**src/rtl/core/lclu_pkg.sv**
```systemverilog
// Package: sizes, cell control struct, FSM states and confirm count helper.
`timescale 1ns / 1ps
package lclu_pkg;

  localparam int Depth = 32;                    // window length (MAX_CONFIRM)
  localparam int PosW  = $clog2(Depth);         // cell position
  localparam int CntW  = $clog2(Depth + 1);     // confirm count after clamp
  localparam int CfgW  = 6;                     // config register width
  localparam int AddrW = 3;                     // two word registers
  localparam int DataW = 32;

  localparam logic [AddrW-3:0] RegRise = 1'b0;
  localparam logic [AddrW-3:0] RegFall = 1'b1;

  typedef enum logic {
    ST_IDLE,
    ST_DRAIN
  } state_t;

  // Broadcast to every cell of the chain.
  typedef struct packed {
    logic            append;     // load frame into first empty cell
    logic            shift;      // move chain one step toward cell 0
    logic            frame_bit;
    logic            ref_bit;    // value under decision (cell 0)
    logic [CntW-1:0] need;       // effective confirm count
  } cell_ctl_t;

  // Zero acts as one, large values saturate at the window length.
  function automatic logic [CntW-1:0] eff_count(input logic [CfgW-1:0] n);
    logic [CntW-1:0] r;
    if (n == '0) begin
      r = CntW'(1);
    end else if (n > CfgW'(Depth)) begin
      r = CntW'(Depth);
    end else begin
      r = CntW'(n);
    end
    return r;
  endfunction

endpackage

```
**src/rtl/core/lclu_cell.sv**
```systemverilog
// One window cell: a held frame, its occupancy, and its confirm vote.
`timescale 1ns / 1ps
module lclu_cell (
  input  logic                    clk,
  input  logic                    rst,
  input  lclu_pkg::cell_ctl_t     ctl,
  input  logic [lclu_pkg::PosW-1:0] pos,
  input  logic                    prev_valid,
  input  logic                    next_valid,
  input  logic                    next_bit,
  output logic                    bit_q,
  output logic                    valid,
  output logic                    ok
);

  always_ff @(posedge clk) begin
    if (rst) begin
      valid <= 1'b0;
    end else if (ctl.shift) begin
      valid <= next_valid;
    end else if (ctl.append && !valid && prev_valid) begin
      valid <= 1'b1;
    end
  end

  always_ff @(posedge clk) begin
    if (ctl.shift) begin
      bit_q <= next_bit;
    end else if (ctl.append && !valid && prev_valid) begin
      bit_q <= ctl.frame_bit;
    end
  end

  // Outside the lookahead span, or held and agreeing with the candidate.
  assign ok = (lclu_pkg::CntW'(pos) >= ctl.need) || (valid && (bit_q == ctl.ref_bit));

endmodule

```
**src/rtl/core/lookahead_confirm_latch_unit.sv**
```systemverilog
// Top level: debounce latch with lookahead confirm over a chain of cells.
//
//   channel | direction | handshake          | payload
//   --------+-----------+--------------------+---------------------------
//   in      | in        | in_valid/in_stall  | frame_bit, end_of_data
//   out     | out       | out_valid/out_stall| latched_bit, final_result
//   cfg     | in        | APB, pready tied 1 | confirm_rise/fall (6 bits)
//
// A frame that leaves the window short of full is only appended.
// A frame that fills the window is appended, then one decision is made.
// A frame with end_of_data is appended, then the window drains the frames held (up to 32),
// one decision per cycle, each waiting while the output register is stalled.
// Reset (synchronous) empties the window, clears the flag, sets both counts to 30.
// in_stall is high only in the drain state, also while a decision waits; in idle
// a waiting result does not hold off the next frame.
`timescale 1ns / 1ps
module lookahead_confirm_latch_unit (
  input  logic                          clk,
  input  logic                          rst,
  // frame stream
  input  logic                          in_valid,
  output logic                          in_stall,
  input  logic                          frame_bit,
  input  logic                          end_of_data,
  // decision stream
  output logic                          out_valid,
  input  logic                          out_stall,
  output logic                          latched_bit,
  output logic                          final_result,
  // configuration
  input  logic                          psel,
  input  logic                          penable,
  input  logic                          pwrite,
  input  logic [lclu_pkg::AddrW-1:0]    paddr,
  input  logic [lclu_pkg::DataW-1:0]    pwdata,
  output logic [lclu_pkg::DataW-1:0]    prdata,
  output logic                          pready
);

  localparam int D = lclu_pkg::Depth;

  // ---------------- configuration registers ----------------
  logic [lclu_pkg::CfgW-1:0] confirm_rise;
  logic [lclu_pkg::CfgW-1:0] confirm_fall;
  logic                      cfg_wr;

  assign pready = 1'b1;
  assign cfg_wr = psel && penable && pwrite;

  always_ff @(posedge clk) begin
    if (rst) begin
      confirm_rise <= lclu_pkg::CfgW'(30);
      confirm_fall <= lclu_pkg::CfgW'(30);
    end else if (cfg_wr) begin
      case (paddr[lclu_pkg::AddrW-1:2])
        lclu_pkg::RegRise: confirm_rise <= pwdata[lclu_pkg::CfgW-1:0];
        lclu_pkg::RegFall: confirm_fall <= pwdata[lclu_pkg::CfgW-1:0];
        default: ;
      endcase
    end
  end

  always_comb begin
    case (paddr[lclu_pkg::AddrW-1:2])
      lclu_pkg::RegRise: prdata = lclu_pkg::DataW'(confirm_rise);
      lclu_pkg::RegFall: prdata = lclu_pkg::DataW'(confirm_fall);
      default:           prdata = '0;
    endcase
  end

  // ---------------- control state ----------------
  lclu_pkg::state_t state, state_next;
  logic             flushing, flushing_next;
  logic             latched, latched_next;
  logic             out_valid_r;
  logic             out_bit_r;
  logic             out_final_r;

  lclu_pkg::cell_ctl_t ctl;
  logic [D-1:0]        cell_bit;
  logic [D-1:0]        cell_valid;
  logic [D-1:0]        cell_ok;

  logic accept;
  logic out_free;
  logic fire;        // decision made this cycle
  logic head_bit;    // oldest held frame
  logic decision;
  logic is_final;

  assign accept   = in_valid && !in_stall;
  assign out_free = !out_valid_r || !out_stall;
  assign head_bit = cell_bit[0];

  // A change latches only if every cell inside the confirm span agrees;
  // cells past the held frames vote no, which covers the flush tail.
  assign decision = ((head_bit != latched) && (&cell_ok)) ? head_bit : latched;
  assign is_final = flushing && !cell_valid[1];

  // new stream starts low after the final decision
  assign latched_next = fire ? (is_final ? 1'b0 : decision) : latched;

  always_comb begin
    state_next    = state;
    flushing_next = flushing;
    fire          = 1'b0;
    in_stall      = 1'b1;
    case (state)
      lclu_pkg::ST_IDLE: begin
        in_stall = 1'b0;
        // window becomes full when the last free cell takes this frame
        if (in_valid && (end_of_data || cell_valid[D-2])) begin
          state_next    = lclu_pkg::ST_DRAIN;
          flushing_next = end_of_data;
        end
      end
      lclu_pkg::ST_DRAIN: begin
        if (out_free) begin
          fire = 1'b1;
          if (!flushing || is_final) begin
            state_next    = lclu_pkg::ST_IDLE;
            flushing_next = 1'b0;
          end
        end
      end
      default: begin
        state_next = lclu_pkg::ST_IDLE;
      end
    endcase
  end

  always_ff @(posedge clk) begin
    if (rst) begin
      state    <= lclu_pkg::ST_IDLE;
      flushing <= 1'b0;
      latched  <= 1'b0;
    end else begin
      state    <= state_next;
      flushing <= flushing_next;
      latched  <= latched_next;
    end
  end

  // ---------------- output register ----------------
  always_ff @(posedge clk) begin
    if (rst) begin
      out_valid_r <= 1'b0;
    end else if (fire) begin
      out_valid_r <= 1'b1;
    end else if (!out_stall) begin
      out_valid_r <= 1'b0;
    end
  end

  always_ff @(posedge clk) begin
    if (fire) begin
      out_bit_r   <= decision;
      out_final_r <= is_final;
    end
  end

  assign out_valid    = out_valid_r;
  assign latched_bit  = out_bit_r;
  assign final_result = out_final_r;

  // ---------------- cell chain ----------------
  always_comb begin
    ctl.append    = accept;
    ctl.shift     = fire;
    ctl.frame_bit = frame_bit;
    ctl.ref_bit   = head_bit;
    ctl.need      = lclu_pkg::eff_count(head_bit ? confirm_rise : confirm_fall);
  end

  for (genvar k = 0; k < D; k++) begin : g_cell
    logic prev_v;
    logic next_v;
    logic next_b;
    if (k == 0) begin : g_head
      assign prev_v = 1'b1;
    end else begin : g_body
      assign prev_v = cell_valid[k-1];
    end
    if (k == D - 1) begin : g_tail
      assign next_v = 1'b0;
      assign next_b = 1'b0;
    end else begin : g_mid
      assign next_v = cell_valid[k+1];
      assign next_b = cell_bit[k+1];
    end

    lclu_cell u_cell (
      .clk        (clk),
      .rst        (rst),
      .ctl        (ctl),
      .pos        (lclu_pkg::PosW'(k)),
      .prev_valid (prev_v),
      .next_valid (next_v),
      .next_bit   (next_b),
      .bit_q      (cell_bit[k]),
      .valid      (cell_valid[k]),
      .ok         (cell_ok[k])
    );
  end

endmodule

```
**config.mk**
```make
export PLATFORM = sky130hd
export DESIGN_NAME = lookahead_confirm_latch_unit
export DESIGN_NICKNAME = d
export VERILOG_FILES = /design/src/rtl/core/lclu_pkg.sv /design/src/rtl/core/lclu_cell.sv /design/src/rtl/core/lookahead_confirm_latch_unit.sv
export SDC_FILE = /design/constraint.sdc
export NUM_CORES = 1
export LEC_CHECK = 0
export ABC_AREA = 1
export BUFFER_PORTS_ARGS = -buffer_cell sky130_fd_sc_hd__buf_2
export CAP_MARGIN = 20
export CORE_ASPECT_RATIO = 1.25
export CORE_MARGIN = 5
export CORE_UTILIZATION = 30
export CTS_CLUSTER_DIAMETER = 150
export CTS_CLUSTER_SIZE = 16
export DETAILED_ROUTE_END_ITERATION = 16
export MAX_ROUTING_LAYER = met4
export SYNTH_ARGS = -nofsm -noshare
export SYNTH_HDL_FRONTEND = slang
export SYNTH_HIERARCHICAL = 1
export SYNTH_SLANG_ARGS = --single-unit
```
**constraint.sdc**
```tcl
create_clock -name clk -period 5.4 [get_ports clk]
set_clock_uncertainty 0.15 [all_clocks]
set_input_delay 0.27 -clock clk [delete_from_list [all_inputs] [get_ports clk]]
set_output_delay 0.27 -clock clk [all_outputs]
set_load 0.02 [all_outputs]
```
# --- Word-level counts from Yosys, hierarchy flattened ---
# Cells that the tools add are included.
totals:
  regBits: 82
  inputBits: 44
  output_inout_bits: 37
classes:
  magnitude_cmp: 33
  eq_ne: 36
  muxes: 143
  n_bitwise: 2
  n_reduce_logical: 207
op_table:
  columns: ["cell", "n"]
  rows:
  - ["$mux 1", 137]
  - ["$logic_and 1x1->1", 100]
  - ["$ge 5x6->1 const A", 16]
  - ["$pmux 32 s2", 1]
  - ["$reduce_bool 2->1", 31]
  - ["$ge 4x6->1 const A", 8]
  - ["$logic_not 1->1", 35]
  - ["$logic_or 1x1->1", 35]
  - ["$reduce_and 32->1", 1]
  - ["$eq 1x1->1", 31]
  - ["$ge 3x6->1 const A", 4]
  - ["$mux 6", 3]
  - ["$ge 1x6->1 const A", 2]
  - ["$ge 2x6->1 const A", 2]
  - ["$ne 2x1->1 const B", 4]
  - ["$gt 6x6->1 const B", 1]
  - ["$logic_not 6->1", 1]
  - ["$pmux 1 s2", 2]
  - ["$reduce_and 2->1", 2]
  - ["$reduce_and 3->1", 1]
  - ["$not 1->1", 2]
  - ["$reduce_or 2->1", 1]
  - ["$ne 1x1->1", 1]

# --- Logic depth before layout (Yosys ltp) ---
depth:
  ltp_word: 10
  ltp_mapped: 23
  depth_no_buf: 23

# --- By module ---
# Netlist, hierarchy kept.
modules_own_cells:
  columns: ["mod", "instances", "cells_each", "area_per_inst_um2"]
  rows:
  - ["lclu_cell", 32, 46, 271.5]
  - ["lookahead_confirm_latch_unit", 1, 187, 1194.9]

# --- Worst setup path after synthesis ---
# No wires, ideal clock.
synth_path:
  kind: "reg-to-reg"
  start: "register g_cell[0].u_cell.bit_q"
  end: "register out_bit_r, in the netlist latched_bit, data pin"
  arrival_time_ps: 4994
  required_ps: 4995
  setup_slack_ps: 1
  path_stages_with_launch: 18
  path_buffers: 1
  path_cell_list: "edfxtp_1 -> buf_6 -> nand2_1 -> o21ai_1 -> inv_1 -> a21oi_1 -> ha_1 -> o21ai_1 -> nand2_1 -> nand2_1 -> nand2_1 -> nand2_1 -> nor2_1 -> nand2_1 -> nor2_1 -> nand2_1 -> nand2_1 -> and2_1"
synth_rtl:
  columns: ["item", "line_no", "text"]
  rows:
  - ["start, declared", "lclu_cell.sv:11", "output logic bit_q,"]
  - ["start signal, assigned", "lclu_cell.sv:28", "bit_q <= next_bit;"]
  - ["start signal, assigned", "lclu_cell.sv:30", "bit_q <= ctl.frame_bit;"]
  - ["end signal, assigned", "lookahead_confirm_latch_unit.sv:157", "out_bit_r <= decision;"]
  - ["end, declared", "lookahead_confirm_latch_unit.sv:76", "logic out_bit_r;"]

==> flow_metrics.py <==
metrics = {
    "run_status": {
        "status": "finished clean",
    },
    "synth": {
        "yosys.area.top_type_share_pct": 20.3,
        "syn_inst": 1659,
        "syn-cell-area_sq_mm": 0.00988,
        "synth-seq-area-share_pct": 20.1,
        "async_reset_ff_share_pct": 0,
        "synth_warnings": 6,
        "synth_cell_types": 22,
        "postSynth.topFlopCell": "dfxtp_1",
        "post_synth.cell_area_avg_sq_um": 5.96,
        "synth_enable_flop_cells": 34,
        "top_cell_type_by_total_area_after_synthesis": "ha_1",
        "netlist_top_cells_area": "ha_1 (20%), nand2_1 (19%), inv_1 (17%)",
        "synth_seq_cells": 82,
    },
    "power_and_ir_drop": {
        "power.ir.vdd_worst_uv": 137,
        "leakagePower_nw": 7.20,
        "p_per_area_mw_per_mm2": 194,
        "fin_total_pwr_w": 0.00222,
    },
    "cts": {
        "ctsHtreeMaxLevel": 3,
        "postCtsResizedCells": 0,
        "cts_sinks": 82,
        "cts_inserted_buffers": 9,
        "cts_setup_buffers": 0,
        "clock_latency_ns": 0.34,
        "maximum_clock_path_buffer_count": 2,
        "hold_buffers": 0,
        "cts_tree": "built",
        "clk_root_buffer_cell": "clkbuf_16",
        "clk_pin_slew_ns": 0.06,
    },
    "global_routing": {
        "grt_start_max_net_pins": 97,
        "first_pass_grt_wire_length_um": 37000,
        "grt_overflow": 0,
        "antenna_found_initial": 0,
        "grt_use_total_pct": 12.4,
        "first_global_vias": 8634,
    },
    "worst_setup_path": {
        "worst-path-max-fanout": 13,
        "timing.critical_path.arrival_ns": 3.90,
        "slowest_cell_on_crit_path": "edfxtp_1",
        "cp_data_required_time_ns": 5.35,
        "timing.setup.critical_path_class": "flop to flop",
        "cp_slowest_stage_delay_ns": 0.57,
        "endpoint_kind": "flop",
        "path_cells": "o21ai_0 > inv_1 > nor2_1 > nor2_1 > nor2_2 > buf_4 > inv_1 > ha_1 > inv_1 > nor3_1 > nand2_1 > nand2_1 > nand2_1 > nor2_1 > nand2_1 > nor2_1 > nand3_1 > and2_1",
        "startpoint_type": "flop",
    },
    "place": {
        "placed_cells_incl_taps": 2272,
        "hpwlAfterDp_um": 15600,
        "port-buffer-count": 25,
        "place.gp.congestion": 0.792,
    },
    "timing": {
        "worstMarginPinSlew_ns": 1.00,
        "grt_setup_unrepaired": "no",
        "slew_violations": 0,
        "timing.fmax_ghz": 0.253,
        "period_minus_slack_ns": 3.96,
        "hold_ws_ns": 0.00846,
        "setup_violations": 0,
        "setup_tns_ns": 0,
        "min_period_over_period_pct": 73.3,
        "maxSlewHeadroom_pct": 33.3,
        "final_hold_viol_count": 0,
    },
    "die": {
        "num_io_pins": 81,
        "dieArea_sq_mm": 0.0367,
        "floorplan.die.height_um": 213,
        "num_rows": 74,
        "floorplan.die.width_um": 172,
        "core_sq_mm": 0.0326,
        "initial_core_util_pct": 30.3,
    },
    "final_layout": {
        "antenna_cells_inserted": 0,
        "share_of_post_route_cells_with_drive_strength_above_1_pct": 8.61,
        "multi_input_area_sq_mm": 0.00666,
        "nets": 2069,
        "final.fill_count": 3568,
        "fin_cells": 2288,
        "area.growth.synth_to_final_pct": 15.9,
        "final_common_cell": "nand2_1",
        "final_cell_mix": "nand2_1 (494), inv_1 (435), nor2_1 (209)",
        "area_taken_by_flip_flops_and_latches_sq_mm": 0.00198,
    },
    "drt": {
        "detailroute.via_count": 9182,
        "routed_wirelength_um": 21200,
        "drtPass1Iterations": 4,
        "drc": 0,
        "drt-vias-per-instance": 4.01,
        "route.detailed.wl_per_inst_um": 9.26,
        "drt_iter0_markers": 319,
        "detail-route-antenna-nets": 0,
    },
    "run": {
        "maxCapViolCount": 0,
    },
    "worst_hold_path": {
        "min_delay_worst_type": "primary input to flop",
    },
}
==> worst max-delay path, delay by kind of cell, from the launching register on <==
kind	cells	cell delay, ns
buf+inv	4	0.47
fa+ha+maj	1	0.27
compound gates	1	0.45
flops	1	0.57
simple gates	12	1.81
==> cells by family (layout without fill, tap and decap cells) <==
| kind of cell | count (synthesis) | in the layout | synth area share (%) |
|---|---|---|---|
| AO/OA/AOI/OAI | 100 | 100 | 5.14 |
| adder cells (fa/ha/maj) | 160 | 160 | 20.3 |
| buffers and inverters | 499 | 522 | 20.1 |
| flip-flops | 82 | 82 | 20.1 |
| other | 2 | 190 | 0.0760 |
| AND/OR/NAND/NOR | 816 | 816 | 34.4 |
==> stage by stage <==
step,utilization (%),instance area (sq um),setup WS [ns]
after CTS,35.1,11500,1.38
after global routing,35.1,11500,0.976
after global placement,34.2,11200,1.41
after floorplan,-,10600,0.00147
after detailed placement,34.2,11200,1.39
final,35.1,11500,1.44
==> final cells by class <==
cell class / instances / share of cell area [%]
well taps: 418 / 4.57
inverters: 469 / 15.4
repair buffers: 37 / 1.99
clock inverters: 6 / 0.590
multi-input cells: 1266 / 58.2
flip-flops and latches: 82 / 17.3
clock buffers: 10 / 2.00
==> routing by layer <==
metal | track usage (%) | part of all wire, % | routed length [um]
met5 | - | 0 | 0
met4 | 3.23 | 1.5 | 311
met3 | 1.02 | 2.2 | 463
met2 | 23.6 | 52 | 10900
met1 | 13.6 | 45 | 9480
==> flip-flops by register name (all words and copies together), names as in the netlist, 6 cells and up <==
register,count
g_cell.u_cell/valid,32
g_cell.u_cell/bit_q,32
confirm_fall,6
confirm_rise,6
==> path summary, 6_finish.rpt <==
check,from,end,slack [ns],cells after the start
worst max-delay path,g_cell[0].u_cell/bit_q,latched_bit,1.44,18
worst min-delay path,pwdata[3],confirm_fall[3],0.008,3
worst max register to register,g_cell[0].u_cell/bit_q,latched_bit,1.44,18
worst min register to register,confirm_rise[5],confirm_rise[5],0.33,2
==> report_power, final <==
group	internal [W]	switching [W]	leakage [nW]
Clock	0.000359	0.000265	0.139
Sequential	0.000697	0.0000521	0.709
Combinational	0.000304	0.000547	6.36
Total	0.00136	0.000864	7.20
==> Yosys cell counts, types with 20 or more instances <==
| library cell | number |
|---|---|
| nand2_1 | 494 |
| buf_4 | 27 |
| dfxtp_1 | 48 |
| ha_1 | 160 |
| inv_2 | 33 |
| nor3_1 | 32 |
| nand2_2 | 32 |
| o21ai_0 | 20 |
| nand3_2 | 32 |
| inv_1 | 436 |
| edfxtp_1 | 34 |
| o21ai_1 | 67 |
| nor2_1 | 215 |
(Power assumes the default switching activity.)
